[config.mk]
export PLATFORM = sky130hd
export DESIGN_NAME = lmps_mul
export DESIGN_NICKNAME = d
export VERILOG_FILES = /design/src/hw/rtl/lmps_mul.sv
export SDC_FILE = /design/constraint.sdc
export NUM_CORES = 2
export LEC_CHECK = 0
export BUFFER_PORTS_ARGS = -buffer_cell sky130_fd_sc_hd__buf_4
export CAP_MARGIN = 20
export CORE_MARGIN = 10
export CORE_UTILIZATION = 50
export DETAILED_ROUTE_END_ITERATION = 10
export PLACE_DENSITY = 0.7
export SLEW_MARGIN = 20
export SYNTH_ARGS = -nofsm -noshare
export SYNTH_HDL_FRONTEND = slang
export SYNTH_SLANG_ARGS = --single-unit
[constraint.sdc]
create_clock -name i_clk -period 10.3 [get_ports i_clk]
set_input_delay 2.06 -clock i_clk [delete_from_list [all_inputs] [get_ports i_clk]]
set_output_delay 2.06 -clock i_clk [all_outputs]
set_load 0.005 [all_outputs]
[src/hw/rtl/lmps_mul.sv]
module lmps_mul #(
    parameter int MW = 27
) (
    input  logic                   i_clk,
    input  logic                   i_en,
    input  logic signed [MW-1:0]   i_a,
    input  logic signed [MW-1:0]   i_b,
    output logic signed [2*MW-1:0] o_prod
);

    logic signed [2*MW-1:0] r_prod;

    assign o_prod = r_prod;

    // Shared signed multiplier with a registered product.
    always_ff @(posedge i_clk) begin
        if (i_en) begin
            r_prod <= i_a * i_b;
        end
    end

endmodule

==> impl_metrics.toml <==
[status]
status = "finished clean"

[yosys]
synth_top_area_share_pct = 54.07
async_flop_share_pct = 0
synth.area.top_cells = "fa_1 54%, inv_1 11%, ha_1 7.0%"
yosysMostFrequentCell = "inv_1"
ys.flop_type = "edfxtp_1"
synth_seq_cells = 54
synth-compound-area-share_pct = 4.192
synth_edf_count = 54
synth_commonest_cells = "822 x inv_1, 761 x fa_1, 421 x nand2_1"
netlist_area_um2 = 28170
ys_warn_count = 0
synthAdderAreaFrac_pct = 61.09
synth_largest_area_cell = "fa_1"
synth_cells = 2969
synth_fp_nets = 3944
muxShareOfSynthArea_pct = 0
ys_seq_area_share_pct = 5.756
synth-xor-area-share_pct = 1.772
synth-simple-area-share_pct = 14.05
postSynthAreaPerCell_um2 = 9.489
synth_top_family_by_area = "adder cells"
synthDistinctLibCells = 65

[grt]
antenna_found_initial = 3
grt_overflow = 0
grt_max_degree = 55
grt_pass1_vias = 22180
grt_usage_pct = 21.85
grt_pass1_wl_mm = 115.3

[routing]
wl_mm = 70.57
drt_iter0_drc = 1143
num_vias = 19620
wire_per_inst_um = 19.12
ant_nets = 0
dr.pass1.iters = 6
via_per_inst = 5.317
drcViolationCount = 0

[timing]
rsz0062_at_grt = "false"
slew_violations = 0
final.min_clock_period_ns = 9.366
finalHoldViolations = 0
fin_ws_ns = 0.9339
tns_ns = 0
worst_slew_pin_slew_ns = 0.9024
finalSetupViolCount = 0
max_clock_freq_ghz = 0.1068
timing.slew.headroom_pct = 39.18
fin_crit_sh_pct = 90.93

[floorplan]
die_area_um2 = 66240
die_x_um = 257.4
fp-row-count = 86
ios = 110
die-height_um = 257.4
coreArea_um2 = 55420
initial_core_util_pct = 50.84

[clock_network]
clkTransAtPathRegs_ns = 0.07
cts_resized = 0
clock-sinks = 54
htree_levels = 2
cts_buffers = 5
post_cts_buffers = 0
tritoncts = "yes"
cts_root_buf = "clkbuf_16"
clock_path_buffers = 2
holdBufCountCts = 0

[worst_setup_path]
cp-endpoint = "o_prod[53]"
slowest_stage = "fa_1"
cp_max_fo = 27
crit_type = "input pin to flop"
crit_path_frequent_cell = "fa_1"
cp_num_buf_inv = 6
cp_cell_sequence = "buf_4, nand2_1, inv_1, fa_1, fa_1, fa_1, ha_1, inv_1, fa_1, inv_1, fa_1, inv_1, fa_1, inv_1, ha_1, nand4_1, or2_2, a2111oi_0, a211oi_2, nand2b_1, a31o_1, and4_1, nor3_2"
crit_cells = 23
crit_family = "adder cells"
crit_path_start_kind = "input pin"
crit_path_end_kind = "flop"
arrival_ns = 9.42
critPathMaxStageDelay_ns = 0.70
cp_data_required_time_ns = 10.36
crit_start = "i_a[26]"

[hold_path]
hold_class = "input pin to flop"
worstHoldStart = "i_en"
hold-path-cell-count = 1

[layout]
area_delta_synth_final_pct = 4.606
drive_above_1_share_pct = 4.896
fin_nets = 3915
largest_register_ffs = 54
fillers = 5022

[run]
maxCapViolations = 0

[place]
dp_slack_ns = 0.6603
gp_congestion = 0.8922
dp_hpwl_mm = 57.94
numPortBuffers = 109
worst min path at each step:
stage	to	slack, ns
after floorplan	o_prod[0]	2.17
after global placement	o_prod[22]	2.47
after detailed placement	o_prod[4]	2.46
after CTS	o_prod[42]	2.34
after global routing	o_prod[52]	2.35
final	o_prod[42]	2.32
metrics by stage:
stage | instances | instance area [µm²] | utilization, % | hold slack [ns]
3_3_place_gp | 3681 | 29320 | 52.91 | 2.466
6_report | 3690 | 29470 | 53.18 | 2.320
4_1_cts | 3689 | 29470 | 53.18 | 2.342
2_1_floorplan | 2969 | 28170 | - | 2.173
3_5_place_dp | 3681 | 29320 | 52.91 | 2.463
5_1_grt | 3690 | 29470 | 53.18 | 2.347
layout by cell type (no fill, tap or decap), drive strengths merged, types with 14 or more instances in the layout:
cell type,Yosys,final
fa,761,761
o21ai,18,18
nand2,421,421
a21o,44,44
and2,299,299
ha,158,158
a21oi,38,38
edfxtp,54,54
buf,7,110
inv,822,823
xnor2,43,43
nor2,42,42
xor2,14,14
metal layers:
| layer | share of wire, % | vias up | global-route usage, % | wire length (µm) |
|---|---|---|---|---|
| met5 | 0.057 | - | 0 | 40 |
| met4 | 5.4 | 4 | 9.590 | 3837 |
| met3 | 5.7 | 177 | 2.975 | 4007 |
| met2 | 54 | 687 | 40.44 | 38100 |
| met1 | 35 | 10360 | 24.70 | 24580 |
| li1 | - | 8386 | - | - |
final cells by class:
class,instances,area (µm²),share of cell area [%]
clock inverters,3,23.77,0.08067
inverters,822,3085,10.47
well taps,748,935.9,3.176
flip-flops and latches,54,1622,5.502
clock buffers,5,125.1,0.4246
multi-input cells,1947,22850,77.54
repair buffers,110,825.8,2.802
diodes,1,2.502,0.008491
cell families after synthesis:
logic type,after synthesis
AOI/OAI and AO/OA,155
DFF,54
buffers and inverters,968
and+or+nand+nor,816
adders and majority gates,919
xor gates and xnor gates,57
Power is left out: the tool's default activity adds up to more than one toggle a clock period on the data nets, which glitch-free logic cannot reach.
