**src/hw/rtl/lmps_pkg.sv**
```systemverilog
package lmps_pkg;

    // Default sizing of the time counters and of the alpha fraction.
    localparam int TIME_BITS_DEF       = 24;
    localparam int ALPHA_FRAC_BITS_DEF = 16;

    // Height word width, fixed by the result field.
    localparam int HEIGHT_BITS = 24;

    // Width of the time-valued configuration registers.
    localparam int CFG_TIME_BITS = 24;

    // Configuration port geometry.
    localparam int APB_ADDR_BITS = 5;
    localparam int APB_DATA_BITS = 32;
    localparam int REG_IDX_BITS  = 3;

    // Register indexes (byte address is four times the index).
    localparam logic [REG_IDX_BITS-1:0] REG_MOVE_DURATION     = 3'd0;
    localparam logic [REG_IDX_BITS-1:0] REG_RISE_HEIGHT       = 3'd1;
    localparam logic [REG_IDX_BITS-1:0] REG_BASE_HEIGHT       = 3'd2;
    localparam logic [REG_IDX_BITS-1:0] REG_DWELL_DELAY       = 3'd3;
    localparam logic [REG_IDX_BITS-1:0] REG_USE_SMOOTHSTEP    = 3'd4;
    localparam logic [REG_IDX_BITS-1:0] REG_HIDE_PACK_AT_REST = 3'd5;

    // Register reset values.
    localparam logic [CFG_TIME_BITS-1:0]      RST_MOVE_DURATION     = 24'd1000000;
    localparam logic signed [HEIGHT_BITS-1:0] RST_RISE_HEIGHT       = 24'sd1600;
    localparam logic signed [HEIGHT_BITS-1:0] RST_BASE_HEIGHT       = 24'sd0;
    localparam logic [CFG_TIME_BITS-1:0]      RST_DWELL_DELAY       = 24'd500000;
    localparam logic                          RST_USE_SMOOTHSTEP    = 1'b1;
    localparam logic                          RST_HIDE_PACK_AT_REST = 1'b1;

    // Request kinds carried in the input tuser.
    localparam logic [1:0] MODE_TICK  = 2'd0;
    localparam logic [1:0] MODE_START = 2'd1;
    localparam logic [1:0] MODE_RESET = 2'd2;

    // Motion phases.
    localparam logic [1:0] PH_IDLE   = 2'd0;
    localparam logic [1:0] PH_RISE   = 2'd1;
    localparam logic [1:0] PH_DWELL  = 2'd2;
    localparam logic [1:0] PH_RETURN = 2'd3;

    // Saturation limits, held two bits wider than the height word.
    localparam logic signed [HEIGHT_BITS+1:0] HEIGHT_MAX_W =
        (HEIGHT_BITS+2)'((1 << (HEIGHT_BITS-1)) - 1);
    localparam logic signed [HEIGHT_BITS+1:0] HEIGHT_MIN_W = -HEIGHT_MAX_W - 1;

    // Configuration register contents.
    typedef struct packed {
        logic [CFG_TIME_BITS-1:0]      move_duration;
        logic signed [HEIGHT_BITS-1:0] rise_height;
        logic signed [HEIGHT_BITS-1:0] base_height;
        logic [CFG_TIME_BITS-1:0]      dwell_delay;
        logic                          use_smoothstep;
        logic                          hide_pack_at_rest;
    } t_cfg;

    // Clamp a widened height to the signed height range.
    function automatic logic signed [HEIGHT_BITS-1:0] sat_height(
        input logic signed [HEIGHT_BITS+1:0] v
    );
        logic signed [HEIGHT_BITS-1:0] res;
        if (v > HEIGHT_MAX_W) begin
            res = HEIGHT_MAX_W[HEIGHT_BITS-1:0];
        end else if (v < HEIGHT_MIN_W) begin
            res = HEIGHT_MIN_W[HEIGHT_BITS-1:0];
        end else begin
            res = v[HEIGHT_BITS-1:0];
        end
        return res;
    endfunction

endpackage

```
**src/hw/rtl/lmps_regs.sv**
```systemverilog
module lmps_regs (
    input  logic                                i_clk,
    input  logic                                i_rst_n,
    input  logic                                psel,
    input  logic                                penable,
    input  logic                                pwrite,
    input  logic [lmps_pkg::APB_ADDR_BITS-1:0]  paddr,
    input  logic [lmps_pkg::APB_DATA_BITS-1:0]  pwdata,
    output logic [lmps_pkg::APB_DATA_BITS-1:0]  prdata,
    output logic                                pready,
    output lmps_pkg::t_cfg                      o_cfg
);

    lmps_pkg::t_cfg                      r_cfg;
    logic                                w_wr;
    logic [lmps_pkg::REG_IDX_BITS-1:0]   w_idx;

    assign w_wr   = psel & penable & pwrite;
    assign w_idx  = paddr[lmps_pkg::APB_ADDR_BITS-1:2];
    assign pready = 1'b1;
    assign o_cfg  = r_cfg;

    // Register writes on the access cycle.
    always_ff @(posedge i_clk) begin
        if (!i_rst_n) begin
            r_cfg.move_duration     <= lmps_pkg::RST_MOVE_DURATION;
            r_cfg.rise_height       <= lmps_pkg::RST_RISE_HEIGHT;
            r_cfg.base_height       <= lmps_pkg::RST_BASE_HEIGHT;
            r_cfg.dwell_delay       <= lmps_pkg::RST_DWELL_DELAY;
            r_cfg.use_smoothstep    <= lmps_pkg::RST_USE_SMOOTHSTEP;
            r_cfg.hide_pack_at_rest <= lmps_pkg::RST_HIDE_PACK_AT_REST;
        end else if (w_wr) begin
            unique case (w_idx)
                lmps_pkg::REG_MOVE_DURATION: begin
                    r_cfg.move_duration <= pwdata[lmps_pkg::CFG_TIME_BITS-1:0];
                end
                lmps_pkg::REG_RISE_HEIGHT: begin
                    r_cfg.rise_height <= $signed(pwdata[lmps_pkg::HEIGHT_BITS-1:0]);
                end
                lmps_pkg::REG_BASE_HEIGHT: begin
                    r_cfg.base_height <= $signed(pwdata[lmps_pkg::HEIGHT_BITS-1:0]);
                end
                lmps_pkg::REG_DWELL_DELAY: begin
                    r_cfg.dwell_delay <= pwdata[lmps_pkg::CFG_TIME_BITS-1:0];
                end
                lmps_pkg::REG_USE_SMOOTHSTEP: begin
                    r_cfg.use_smoothstep <= pwdata[0];
                end
                lmps_pkg::REG_HIDE_PACK_AT_REST: begin
                    r_cfg.hide_pack_at_rest <= pwdata[0];
                end
                default: begin
                end
            endcase
        end
    end

    // Read back, zero filled above each register.
    always_comb begin
        prdata = '0;
        unique case (w_idx)
            lmps_pkg::REG_MOVE_DURATION: begin
                prdata = lmps_pkg::APB_DATA_BITS'(r_cfg.move_duration);
            end
            lmps_pkg::REG_RISE_HEIGHT: begin
                prdata = lmps_pkg::APB_DATA_BITS'(unsigned'(r_cfg.rise_height));
            end
            lmps_pkg::REG_BASE_HEIGHT: begin
                prdata = lmps_pkg::APB_DATA_BITS'(unsigned'(r_cfg.base_height));
            end
            lmps_pkg::REG_DWELL_DELAY: begin
                prdata = lmps_pkg::APB_DATA_BITS'(r_cfg.dwell_delay);
            end
            lmps_pkg::REG_USE_SMOOTHSTEP: begin
                prdata = lmps_pkg::APB_DATA_BITS'(r_cfg.use_smoothstep);
            end
            lmps_pkg::REG_HIDE_PACK_AT_REST: begin
                prdata = lmps_pkg::APB_DATA_BITS'(r_cfg.hide_pack_at_rest);
            end
            default: begin
                prdata = '0;
            end
        endcase
    end

endmodule

```
**config.mk**
```make
export PLATFORM = sky130hd
export DESIGN_NAME = lmps_regs
export DESIGN_NICKNAME = d
export VERILOG_FILES = /design/src/hw/rtl/lmps_pkg.sv /design/src/hw/rtl/lmps_regs.sv
export SDC_FILE = /design/constraint.sdc
export NUM_CORES = 1
export LEC_CHECK = 0
export ABC_AREA = 1
export BUFFER_PORTS_ARGS = -buffer_cell sky130_fd_sc_hd__buf_2
export CORE_ASPECT_RATIO = 1.25
export CORE_UTILIZATION = 40
export CTS_CLUSTER_DIAMETER = 50
export DETAILED_ROUTE_END_ITERATION = 12
export GPL_ROUTABILITY_DRIVEN = 0
export GPL_TIMING_DRIVEN = 0
export PLACE_DENSITY_LB_ADDON = 0.25
export SETUP_SLACK_MARGIN = 0.1
export SLEW_MARGIN = 20
export SYNTH_ARGS = -nofsm -noshare
export SYNTH_HDL_FRONTEND = slang
export SYNTH_SLANG_ARGS = --single-unit
```
**constraint.sdc**
```tcl
create_clock -name i_clk -period 2.1 [get_ports i_clk]
set_input_delay 0.315 -clock i_clk [delete_from_list [all_inputs] [get_ports i_clk]]
set_output_delay 0.315 -clock i_clk [all_outputs]
set_load 0.02 [all_outputs]
```
==> summary.txt <==
Run status
  – Status: completed

Detailed routing
  – Post-DRT Antenna Nets: 0
  – Routed len/inst: approximately 14 um
  – First-pass DRT Iterations: 5
  – DR iter-0 viols: 311
  – Vias/cell: 4.65
  – Via count: between 5000 and 6000
  – Total wire length: between 15 and 20 mm
  – DRC viols: 0

Clocking
  – CTS root buf: clkbuf_16
  – TritonCTS clock tree: yes
  – CTS clk-pin slew, worst paths: 0.06 ns
  – Post-cts hold buffer count: 0
  – H-tree depth: 3
  – CTS sink cnt: 98
  – Clk_lat worst skew: around 0.34 ns
  – Deepest clock path buffer count: 2
  – Post-CTS Setup Repair Bufs: 0
  – Post-CTS Resized: 1
  – Cts bufs inserted: 9

Cells and area
  – Area growth syn-to-layout: 27.0%
  – Fin nets: 984
  – Ant diodes: 0
  – Largest register FFs: 98
  – Fillcell total: around 1300
  – Layout cell share with drive strength beyond 1: 0.234

STA
  – Fmax: 518 MHz
  – Slew Viols, Final: 0
  – Period utilization: 0.919
  – Final Hold Vio Count: 0
  – Fin crit period: between 1.5 and 2 ns
  – RSZ-0062 raised after global routing: false
  – Slew margin rel.: 0.493
  – Final setup violation count: 0
  – Worst slew pin tran: 0.760 ns
  – Final Skew: 0 ns
  – TNS Setup: 0 ns
  – Min setup slack post-route: 0.169 ns

Floorplanning
  – FP Rows: 44
  – Core area: 11700 sq um
  – Die H: 125 um
  – Initial Util: 0.414
  – Die Wd: around 100 um
  – # IOs: 173
  – DIE AREA: 12500 sq um

Placed design
  – Hpwl dp: 12.0 mm
  – IO Port Bufs: 150
  – Worst slack, placed: roughly 0.049 ns

Yosys
  – Synth top cells by count: 234 x nand2_1, 185 x nor2_1, 98 x dfxtp_1
  – Yosys warning count: 0
  – Top-count cell post-synth: nand2_1
  – Distinct cells, synth: 19
  – Mapped cell area: between 4000 and 5000 sq um
  – Post-synthesis sequential area ratio: 0.406
  – Async S/R FF share, synth: 0
  – Synthesized netlist cell count: 774
  – Mapped Avg Cell Area: approximately 6.2 sq um
  – Synth Flop Type: dfxtp_1
  – Post-synth top area share: 0.406
  – Area contributors post-synth: dfxtp_1 41%, nand2_1 18%, nor2_1 14%
  – Post-synth EDFFs: 0
  – Flop and latch count out of synthesis: just under 100
  – Area leader, netlist: dfxtp_1

Setup path
  – Crit-path max FO: 10
  – Worst Path Required: 1.78 ns
  – Setup CP Type: in2out
  – Startpoint Class: input pin
  – Worst Setup End Kind: primary output
  – CP Data Arrival Time: 1.62 ns

Global route
  – GRT Util Overall: 0.260
  – Initial antenna violation count: 0
  – Vias in the first global route: ~4600
  – Largest net degree at the start of global routing: 15
  – Overflow after GRT: 0
  – First-pass GRT wire length: 24.8 mm

Min path
  – Hold WC Path Type: in2reg

Pwr
  – Total power divided by cell area: between 600 and 700 nW/um^2
  – P_leak: 3.29 nW
  – VDD IR-drop max: between 400 and 500 uV

Job
  – Maximum Capacitance Violations: 0
[final timing paths]
path,from,endpoint,slack (ns),depth (start not counted)
min reg2reg,o_cfg[15],o_cfg[15],0.48,2
max,paddr[3],prdata[13],0.17,10
max reg2reg,o_cfg[1],o_cfg[1],1.47,2
min,pwdata[14],o_cfg[88],0.21,3
[layout make-up]
type                    count  area (sq um)  share of cell area
flip-flops and latches     98          1960               0.319
repair buffers            150           751               0.122
multi-input cells         553          2290               0.373
plain buffers              54           330              0.0538
clock buffers              14           294              0.0479
well taps                 161           201              0.0328
clock inverters             1          30.0             0.00489
inverters                  76           285              0.0464
[per-stage QoR]
stage	hold slack, ns	utilization	instances	power, mW	instance area, sq um
3_5_place_dp	0.470	0.498	1092	2.39	5820
3_3_place_gp	0.463	0.498	1092	2.39	5820
2_1_floorplan	0.441	-	781	2.23	4860
5_1_grt	0.225	0.526	1107	4.26	6140
6_report	0.206	0.526	1107	4.14	6140
4_1_cts	0.205	0.526	1107	4.14	6140
[power breakdown]
part,internal (mW),switching (mW),total (mW)
registers,1.88,0.0191,1.90
clock network,1.08,0.704,1.78
logic,0.139,0.313,0.452
[critical path, stage by stage]
cell	delay, ns
buf_2	0.15
inv_2	0.11
nand2_1	0.09
nor2_4	0.22
buf_4	0.26
nand2_1	0.08
nand2_1	0.12
inv_1	0.06
nand2_1	0.06
buf_2	0.15
[placed cells by master, fill, tap and decap left out, types with 3 or more instances in the layout]
| cell type | n |
|---|---|
| nand4_1 | 3 |
| dfxtp_1 | 98 |
| nor2_1 | 185 |
| nand2_1 | 234 |
| nand3_1 | 86 |
| nor2_2 | 3 |
| a21oi_1 | 24 |
| buf_2 | 166 |
| conb_1 | 9 |
| clkbuf_16 | 9 |
| nor2_4 | 5 |
| clkbuf_8 | 5 |
| inv_1 | 74 |
| buf_4 | 24 |
| buf_1 | 8 |
[kinds of logic after synthesis]
| kind of cell | count (synthesis) | share of synthesized area |
|---|---|---|
| AOI/OAI and AO/OA | 26 | 0.0269 |
| and+or+nand+nor | 518 | 0.439 |
| DFF | 98 | 0.406 |
| buffers and inverters | 130 | 0.127 |
| other | 2 | 0.00155 |
[layer usage]
metal,wire (um),vias to the layer above,share of wire,GRT usage
met1,7020,2280,0.44,0.347
met2,7430,187,0.46,0.414
met3,1070,29,0.067,0.0425
met5,0,-,0,0
li1,-,2657,-,-
met4,481,0,0.030,0.107
Power figures use the tool's default switching activity.
